==> src/hdl/ucd_pkg.sv <==
// ----------------------------------------------------------------------------
// Undirected cycle detection package
// Shared constants and the command and status bundles between the controller
// and the datapath.
// ----------------------------------------------------------------------------
package ucd_pkg;

   // Fixed field widths of the stream payload and the vertex count register.
   localparam int RowIdxW          = 5;
   localparam int RowWidth         = 32;
   localparam int CountW           = 6;
   localparam int ReqDataW         = 40;
   localparam int RspDataW         = 8;
   localparam int ResetVertexCount = 32;

   // Commands from the controller to the datapath, one strobe each.
   typedef struct packed {
      logic row_write;
      logic search_start;
      logic root_push;
      logic root_next;
      logic scan_next;
      logic child_push;
      logic frame_pop;
      logic frame_restore;
   } ucd_cmd_type;

   // Status from the datapath back to the controller.
   typedef struct packed {
      logic root_done;
      logic root_visited;
      logic level_zero;
      logic scan_end;
      logic nb_push;
      logic nb_cycle;
   } ucd_stat_type;

endpackage

==> src/hdl/ucd_datapath.sv <==
// ----------------------------------------------------------------------------
// Undirected cycle detection datapath
// Holds the adjacency memory, visited marks, search stack and current frame,
// and tests one neighbor of the current vertex per cycle while scanning.
// ----------------------------------------------------------------------------
module ucd_datapath
   import ucd_pkg::*;
#(
   parameter int MAX_VERTICES = 32
) (
   input  logic                 clock,
   input  logic                 reset,
   input  logic                 csr_we,
   input  logic [CountW-1:0]    csr_wdata,
   input  logic [RowIdxW-1:0]   wr_index,
   input  logic [RowWidth-1:0]  wr_bits,
   input  ucd_cmd_type          cmd,
   output ucd_stat_type         stat
);

   localparam int VW = $clog2(MAX_VERTICES);
   localparam int CW = $clog2(MAX_VERTICES + 1);

   typedef struct packed {
      logic [VW-1:0] vertex;
      logic [VW-1:0] parent;
      logic          has_parent;
      logic [CW-1:0] next;
   } frame_type;

   logic [CountW-1:0]       vertex_count_ff;
   logic [CW-1:0]           n_eff;
   logic [RowWidth-1:0]     row_mem [MAX_VERTICES];
   logic [MAX_VERTICES-1:0] row_valid_ff;
   logic [RowWidth-1:0]     row_q_ff;
   logic [VW-1:0]           rd_addr;
   frame_type               stack_mem [MAX_VERTICES];
   frame_type               stack_q_ff;
   frame_type               cur_ff;
   logic [MAX_VERTICES-1:0] visited_ff;
   logic [CW-1:0]           root_ff;
   logic [CW-1:0]           level_ff;
   logic [CW-1:0]           level_dec;
   logic [VW-1:0]           scan_v;
   logic [VW-1:0]           root_v;
   logic [7:0]              scan_ext;
   logic                    edge_bit;
   logic                    nb_visited;

   // Vertex count register; counts above the storage depth are clamped.
   always_ff @(posedge clock) begin
      if (reset) begin
         vertex_count_ff <= CountW'(ResetVertexCount);
      end else if (csr_we) begin
         vertex_count_ff <= csr_wdata;
      end
   end

   assign n_eff = (int'(vertex_count_ff) > MAX_VERTICES) ? CW'(MAX_VERTICES)
                                                          : CW'(vertex_count_ff);

   // Row read address follows the vertex that becomes current.
   always_comb begin
      rd_addr = cur_ff.vertex;
      if (cmd.root_push) begin
         rd_addr = root_v;
      end else if (cmd.child_push) begin
         rd_addr = scan_v;
      end else if (cmd.frame_restore) begin
         rd_addr = stack_q_ff.vertex;
      end
   end

   // Adjacency memory: written by row transfers, one registered read port.
   always_ff @(posedge clock) begin
      if (cmd.row_write && int'(wr_index) < MAX_VERTICES) begin
         row_mem[VW'(wr_index)] <= wr_bits;
      end
      row_q_ff <= row_valid_ff[rd_addr] ? row_mem[rd_addr] : '0;
   end

   // Rows that were never written read as zero.
   always_ff @(posedge clock) begin
      if (reset) begin
         row_valid_ff <= '0;
      end else if (cmd.row_write && int'(wr_index) < MAX_VERTICES) begin
         row_valid_ff[VW'(wr_index)] <= 1'b1;
      end
   end

   // Neighbor test on the registered row of the current vertex.
   assign scan_v     = cur_ff.next[VW-1:0];
   assign root_v     = root_ff[VW-1:0];
   assign scan_ext   = 8'(cur_ff.next);
   assign edge_bit   = (scan_ext < 8'(RowWidth)) ? row_q_ff[scan_ext[RowIdxW-1:0]] : 1'b0;
   assign nb_visited = visited_ff[scan_v];
   assign level_dec  = level_ff - 1'b1;

   assign stat.root_done    = (root_ff >= n_eff);
   assign stat.root_visited = visited_ff[root_v];
   assign stat.level_zero   = (level_ff == '0);
   assign stat.scan_end     = (cur_ff.next >= n_eff);
   assign stat.nb_push      = edge_bit && !nb_visited;
   assign stat.nb_cycle     = edge_bit && nb_visited &&
                              (!cur_ff.has_parent || scan_v != cur_ff.parent);

   // Search control state: visited marks, root counter and stack level.
   always_ff @(posedge clock) begin
      if (reset) begin
         visited_ff <= '0;
         root_ff    <= '0;
         level_ff   <= '0;
      end else if (cmd.search_start) begin
         visited_ff <= '0;
         root_ff    <= '0;
         level_ff   <= '0;
      end else begin
         if (cmd.root_push) begin
            visited_ff[root_v] <= 1'b1;
         end
         if (cmd.root_next) begin
            root_ff <= root_ff + 1'b1;
         end
         if (cmd.child_push) begin
            visited_ff[scan_v] <= 1'b1;
            level_ff           <= level_ff + 1'b1;
         end
         if (cmd.frame_pop) begin
            level_ff <= level_dec;
         end
      end
   end

   // Current frame and the stack of suspended ancestor frames.
   always_ff @(posedge clock) begin
      if (cmd.root_push) begin
         cur_ff.vertex     <= root_v;
         cur_ff.parent     <= '0;
         cur_ff.has_parent <= 1'b0;
         cur_ff.next       <= '0;
      end else if (cmd.child_push) begin
         stack_mem[level_ff[VW-1:0]] <= '{vertex:     cur_ff.vertex,
                                          parent:     cur_ff.parent,
                                          has_parent: cur_ff.has_parent,
                                          next:       cur_ff.next + 1'b1};
         cur_ff.vertex     <= scan_v;
         cur_ff.parent     <= cur_ff.vertex;
         cur_ff.has_parent <= 1'b1;
         cur_ff.next       <= '0;
      end else if (cmd.scan_next) begin
         cur_ff.next <= cur_ff.next + 1'b1;
      end else if (cmd.frame_restore) begin
         cur_ff <= stack_q_ff;
      end
      if (cmd.frame_pop) begin
         stack_q_ff <= stack_mem[level_dec[VW-1:0]];
      end
   end

   // The stack depth is bounded by the number of distinct vertices.
   a_no_overflow : assert property (@(posedge clock) disable iff (reset)
      cmd.child_push |-> int'(level_ff) < MAX_VERTICES)
      else $error("search stack overflow");

   a_no_underflow : assert property (@(posedge clock) disable iff (reset)
      cmd.frame_pop |-> level_ff != '0)
      else $error("search stack underflow");

   // A new tree always starts on an empty stack.
   a_root_empty : assert property (@(posedge clock) disable iff (reset)
      cmd.root_push |-> level_ff == '0)
      else $error("root pushed onto a non-empty stack");

   // A descended-to vertex is marked visited by the time it is current.
   a_child_marked : assert property (@(posedge clock) disable iff (reset)
      cmd.child_push |=> visited_ff[cur_ff.vertex])
      else $error("current vertex not marked visited");

endmodule

==> src/hdl/ucd_controller.sv <==
// ----------------------------------------------------------------------------
// Undirected cycle detection controller
// Sequences row loading, the depth-first search and the result transfer.
// ----------------------------------------------------------------------------
module ucd_controller
   import ucd_pkg::*;
(
   input  logic                clock,
   input  logic                reset,
   input  logic                req_tvalid,
   output logic                req_tready,
   input  logic                req_tlast,
   output logic                rsp_tvalid,
   input  logic                rsp_tready,
   output logic [RspDataW-1:0] rsp_tdata,
   output ucd_cmd_type         cmd,
   input  ucd_stat_type        stat
);

   typedef enum logic [4:0] {
      ST_IDLE    = 5'b00001,
      ST_ROOT    = 5'b00010,
      ST_SCAN    = 5'b00100,
      ST_RESTORE = 5'b01000,
      ST_DONE    = 5'b10000
   } state_type;

   state_type state_ff, state_in;
   logic      found_ff, found_in;
   logic      rsp_valid_ff, rsp_valid_in;
   logic      rsp_found_ff, rsp_found_in;
   logic      slot_free;

   assign slot_free  = !rsp_valid_ff || rsp_tready;
   assign req_tready = (state_ff == ST_IDLE);

   // Search sequencer.
   always_comb begin
      cmd      = '0;
      state_in = state_ff;
      found_in = found_ff;
      unique case (state_ff)
         ST_IDLE: begin
            if (req_tvalid) begin
               cmd.row_write = 1'b1;
               if (req_tlast) begin
                  cmd.search_start = 1'b1;
                  state_in         = ST_ROOT;
               end
            end
         end
         ST_ROOT: begin
            if (stat.root_done) begin
               found_in = 1'b0;
               state_in = ST_DONE;
            end else if (stat.root_visited) begin
               cmd.root_next = 1'b1;
            end else begin
               cmd.root_push = 1'b1;
               state_in      = ST_SCAN;
            end
         end
         ST_SCAN: begin
            if (stat.scan_end) begin
               if (stat.level_zero) begin
                  cmd.root_next = 1'b1;
                  state_in      = ST_ROOT;
               end else begin
                  cmd.frame_pop = 1'b1;
                  state_in      = ST_RESTORE;
               end
            end else if (stat.nb_push) begin
               cmd.child_push = 1'b1;
            end else if (stat.nb_cycle) begin
               found_in = 1'b1;
               state_in = ST_DONE;
            end else begin
               cmd.scan_next = 1'b1;
            end
         end
         ST_RESTORE: begin
            cmd.frame_restore = 1'b1;
            state_in          = ST_SCAN;
         end
         ST_DONE: begin
            if (slot_free) begin
               state_in = ST_IDLE;
            end
         end
         default: begin
            state_in = ST_IDLE;
         end
      endcase
   end

   // Result register: loaded when the search ends and the slot is free.
   always_comb begin
      rsp_valid_in = rsp_valid_ff && !rsp_tready;
      rsp_found_in = rsp_found_ff;
      if (state_ff == ST_DONE && slot_free) begin
         rsp_valid_in = 1'b1;
         rsp_found_in = found_ff;
      end
   end

   always_ff @(posedge clock) begin
      if (reset) begin
         state_ff     <= ST_IDLE;
         rsp_valid_ff <= 1'b0;
      end else begin
         state_ff     <= state_in;
         rsp_valid_ff <= rsp_valid_in;
      end
      found_ff     <= found_in;
      rsp_found_ff <= rsp_found_in;
   end

   assign rsp_tvalid = rsp_valid_ff;
   assign rsp_tdata  = RspDataW'(rsp_found_ff);

endmodule

==> src/hdl/undirected_cycle_detect_core.sv <==
// ----------------------------------------------------------------------------
// Undirected cycle detection core
// Loads an adjacency matrix row by row and reports whether the graph holds
// a cycle, found by an iterative depth-first search.
// ----------------------------------------------------------------------------
// Row transfers are taken only while the core is idle. The transfer marked last
// stores its row and starts the search, during which no rows are taken. The
// datapath tests one neighbor of the current vertex per cycle against a
// registered row read, pausing while a parent frame is restored; each return
// to a parent frame passes through a pop and a restore step, and the search
// ends early when a cycle shows up. One result transfer follows each last row;
// it may wait in the output register while new rows are loaded. Rows and the
// vertex count persist between searches.
module undirected_cycle_detect_core
   import ucd_pkg::*;
#(
   parameter int MAX_VERTICES = 32
) (
   input  logic                clock,
   input  logic                reset,
   input  logic                req_tvalid,
   output logic                req_tready,
   input  logic [ReqDataW-1:0] req_tdata,   // row_index[4:0], row_bits[36:5], zero fill
   input  logic                req_tlast,   // last_row
   output logic                rsp_tvalid,
   input  logic                rsp_tready,
   output logic [RspDataW-1:0] rsp_tdata,   // cycle_found[0], zero fill
   input  logic                csr_we,
   input  logic [CountW-1:0]   csr_wdata    // vertex_count
);

   ucd_cmd_type  cmd;
   ucd_stat_type stat;

   ucd_controller u_ctrl (
      .clock      (clock),
      .reset      (reset),
      .req_tvalid (req_tvalid),
      .req_tready (req_tready),
      .req_tlast  (req_tlast),
      .rsp_tvalid (rsp_tvalid),
      .rsp_tready (rsp_tready),
      .rsp_tdata  (rsp_tdata),
      .cmd        (cmd),
      .stat       (stat)
   );

   ucd_datapath #(
      .MAX_VERTICES (MAX_VERTICES)
   ) u_dp (
      .clock     (clock),
      .reset     (reset),
      .csr_we    (csr_we),
      .csr_wdata (csr_wdata),
      .wr_index  (req_tdata[RowIdxW-1:0]),
      .wr_bits   (req_tdata[RowIdxW+RowWidth-1:RowIdxW]),
      .cmd       (cmd),
      .stat      (stat)
   );

endmodule

==> config.mk <==
export PLATFORM = sky130hd
export DESIGN_NAME = undirected_cycle_detect_core
export DESIGN_NICKNAME = d
export VERILOG_FILES = /design/src/hdl/ucd_pkg.sv /design/src/hdl/ucd_datapath.sv /design/src/hdl/ucd_controller.sv /design/src/hdl/undirected_cycle_detect_core.sv
export SDC_FILE = /design/constraint.sdc
export NUM_CORES = 2
export LEC_CHECK = 0
export CORE_ASPECT_RATIO = 1.1
export CORE_MARGIN = 3
export CORE_UTILIZATION = 65
export DETAILED_ROUTE_END_ITERATION = 16
export DONT_BUFFER_PORTS = 1
export MAX_ROUTING_LAYER = met4
export PLACE_DENSITY = 0.84
export SKIP_LAST_GASP = 1
export SLEW_MARGIN = 20
export SYNTH_ARGS = -nofsm -noshare
export SYNTH_HDL_FRONTEND = slang
export SYNTH_HIERARCHICAL = 1
export SYNTH_SLANG_ARGS = --single-unit
==> constraint.sdc <==
create_clock -name clock -period 13.7 [get_ports clock]
set_clock_uncertainty 0.2 [all_clocks]
set_input_delay 2.055 -clock clock [delete_from_list [all_inputs] [get_ports clock]]
set_output_delay 2.055 -clock clock [all_outputs]
set_load 0.01 [all_outputs]
==> flow_summary.yaml <==
critical_path:
  crit_top_cell: "buf_4"
  end_kind: "flop"
  required_ns: 14.18
  slowest_stage: "o211a_4"
  startpoint_type: "flop"
  path_buf_inv: 4
  cp_cell_sequence: "buf_4 > mux4_2 > mux2_2 > a22oi_1 > o22ai_1 > a21oi_1 > nor3b_1 > and2_1 > buf_4 > nand3b_1 > o211a_4 > buf_4 > buf_4 > nand2_1 > a31oi_1 > nand3_1 > a41oi_2"
  crit_path_max_fanout: 77
  rr_worst_depth: 17
  crit_family: "compound AO/OA/AOI/OAI gates"
  rr_endpoint: "u_dp/row_q_ff[22]$_SDFF_PN0_"
  arrival_ns: 8.24
  rrSetupSlack_ns: 5.94
  critPathKind: "reg -> reg"
  max_stage_delay_ns: 0.91
  crit_start: "u_dp/cur_ff[0]$_SDFFE_PP0P_"
  regToRegStartpoint: "u_dp/cur_ff[0]$_SDFFE_PP0P_"
sta:
  drv_slew: 0
  worstMarginPinSlew_ns: 1.27
  rsz0062_at_grt: "false"
  final.setup.tns_ns: 0
  setup_viol: 0
  post-route-period-util_pct: 56.6
  max_freq_mhz: 129
  hold_viol_final: 0
  relSlewSlack_pct: 15.2
  period_minus_slack_ns: 7.76
synth:
  synth-seq-cells: 1724
  synth_xor_area_share_pct: 0.297
  ys_seq_area_share_pct: 74.4
  synth-adder-area-share_pct: 0.443
  yosys_warnings: 6
  synth_edf_count: 1592
  synthSimpleGateAreaFrac_pct: 10.9
  synth_top_family_by_area: "simple AND/OR/NAND/NOR gates"
  synth_area_mm2: 0.0679
  async_flop_share_pct: 0
  ys_types: 71
  syn_inst: 4394
  yosys_most_used_dff: "edfxtp_1"
  synth.area.mux_share_pct: 8.15
  syn_area_per_cell_um2: 15.4
  synth_compound_area_share_pct: 3.76
cts:
  clockBufferDepth: 3
  numClockSinks: 1724
  holdBufCountCts: 0
  clk_pin_slew_worst_paths_ns: 0.06
  post-cts-setup-buffer-count: 0
  cts_resized: 0
  cts_tree: "built"
  root_buffer: "clkbuf_16"
  clock_latency_ns: 0.78
  htreeDepth: 4
  cts_buffers: 161
route:
  wl_um: 176000
  antenna_left: 0
  drc: 0
  avgViaCountPerCell: 6.89
  vias: 40661
  wire_per_inst_um: 29.8
  drt_first_pass_iters: 6
  detail_route.iter0.violations: 6091
pwr:
  cellInternalPower_mw: 8.46
  clockPowerShare_pct: 39.8
  powerDensity_mw_per_mm2: 146
  p_switching_mw: 2.47
  p_leak_nw: 23.4
  p_seq_share_pct: 53.8
  vdd_drop_max_mv: 0.153
  switching_share_pct: 22.6
  pwr-share-comb_pct: 6.4
finish:
  area_growth_pct: 10.2
  instances_no_fill: 5902
  fillers: 5498
  layout.nets: 4463
  drive_gt1_share_pct: 15.5
floorplan:
  num_io_pins: 62
  std_cell_rows: 123
  die_x_um: 314
  dieArea_mm2: 0.108
  coreArea_mm2: 0.103
  fp.dieH_um: 345
  initial_core_util_pct: 65.9
placement:
  gp_congestion: 0.832
  placed_cells: 5594
  place_hpwl_um: 86700
  io_buffers: 0
global_routing:
  antenna_found_initial: 2
  grt_pass1_vias: 40347
  grt_use_total_pct: 33.5
  grt_first_pass_wirelength_um: 256000
  grt_max_degree: 207
  grt_overflow: 0
hold_path:
  hold_class: "reg -> reg"
  min-delay-start: "u_ctrl/found_ff$_DFFE_PP_"
  hold_end: "u_ctrl/rsp_found_ff$_DFFE_PP_"
  hold_depth: 0
flow_run:
  cap_violations: 0
status:
  status: "finished clean"
==> cells in the mapped netlist, types with 14 or more instances <==
cell	number	share of area [%]
a211oi_1	33	0.37
a21oi_1	21	0.15
a31oi_1	100	0.92
a32oi_1	65	0.84
a41oi_2	30	0.72
buf_2	134	0.99
buf_4	22	0.24
clkbuf_1	99	0.55
dfxtp_1	132	3.9
edfxtp_1	1592	70
ha_1	24	0.44
inv_1	18	0.10
mux2_2	21	0.35
mux2i_1	88	1.3
mux4_2	196	6.5
nand2_1	937	5.2
nand2b_1	16	0.15
nand3_1	337	2.5
nand3b_1	14	0.15
nand4_1	101	0.93
nor2_1	245	1.4
==> power by group through the flow <==
stage	registers, mW	logic (mW)	clock network [mW]
4_1_cts	5.88	0.677	4.37
5_1_grt	5.88	0.737	4.56
3_5_place_dp	5.99	0.667	0
3_3_place_gp	5.99	0.645	0
2_1_floorplan	5.97	0.453	0
6_report	5.88	0.702	4.34
==> sequential cells by signal (all words and copies together), names as in the netlist <==
name,cells
u_dp/row_q_ff,32
u_dp/row_mem,1024
u_dp/cur_ff,17
u_dp/stack_mem,544
u_ctrl/rsp_tvalid,1
u_dp/root_ff,6
u_ctrl/rsp_found_ff,1
u_dp/vertex_count_ff,6
u_dp/row_valid_ff,32
u_dp/stack_q_ff,17
u_ctrl/state_ff,5
u_ctrl/found_ff,1
u_dp/visited_ff,32
u_dp/level_ff,6
==> how the worst max path moves through the flow <==
stage	endpoint	slack (ns)	cells past startpoint
global route	u_dp/row_q_ff[22]$_SDFF_PN0_	5.59	22
floorplan	u_dp/stack_mem[15][0]$_DFFE_PP_	8.45	19
CTS	u_dp/row_q_ff[15]$_SDFF_PN0_	6.13	23
finish	u_dp/row_q_ff[22]$_SDFF_PN0_	5.94	17
detailed placement	u_dp/row_q_ff[24]$_SDFF_PN0_	6.18	17
global placement	u_dp/row_q_ff[0]$_SDFF_PN0_	6.22	19
==> kinds of logic (layout without fill, tap and decap cells) <==
group	count (synthesis)	after routing
flip-flops	1724	1724
AND/OR/NAND/NOR	1714	1714
AO/OA/AOI/OAI	310	310
multiplexers	305	305
buffers and inverters	293	419
adder cells (fa/ha/maj)	24	24
XOR/XNOR	23	23
other	1	8
==> routing by layer <==
| layer | routed length, µm | up-vias | part of all wire [%] | global-route usage [%] |
|---|---|---|---|---|
| li1 | - | 16714 | - | - |
| met1 | 56600 | 19970 | 32 | 39.1 |
| met2 | 87700 | 3206 | 50 | 54.6 |
| met3 | 19200 | 771 | 11 | 6.00 |
| met4 | 12300 | 0 | 7.0 | 20.5 |
| met5 | 0 | - | 0 | - |
==> placed cells by master, fill, tap and decap left out, drive strengths merged, types with 34 or more instances in the layout <==
cell type | netlist | final
a211oi | 34 | 34
a31oi | 100 | 100
a32oi | 65 | 65
buf | 175 | 99
clkbuf | 100 | 213
clkinv | 0 | 68
dfxtp | 132 | 132
edfxtp | 1592 | 1592
mux2i | 88 | 88
mux4 | 196 | 196
nand2 | 937 | 937
nand3 | 337 | 337
nand4 | 101 | 101
nor2 | 247 | 247
==> stage by stage <==
step	cell area, µm²	total power [mW]	setup slack, ns	hold slack [ns]	utilization [%]
finish	74800	10.9	5.94	0.230	72.6
detailed placement	69500	6.66	6.18	0.209	67.5
CTS	74600	10.9	6.13	0.236	72.5
global route	74800	11.2	5.59	0.248	72.6
global placement	69500	6.64	6.22	0.205	67.5
floorplan	67900	6.42	8.45	0.200	-
==> cell type report <==
cell class | instances | area [µm²] | share of cell area, %
sequential | 1724 | 50500 | 67.5
multi-input combinational | 2383 | 16600 | 22.2
clock buffer | 213 | 4380 | 5.85
tap | 1375 | 1720 | 2.30
timing repair buffer | 99 | 822 | 1.10
clock inverter | 89 | 738 | 0.987
inverter | 18 | 67.6 | 0.0903
antenna | 1 | 2.50 | 0.00335
Note: power is estimated with default switching activity, not from simulation.
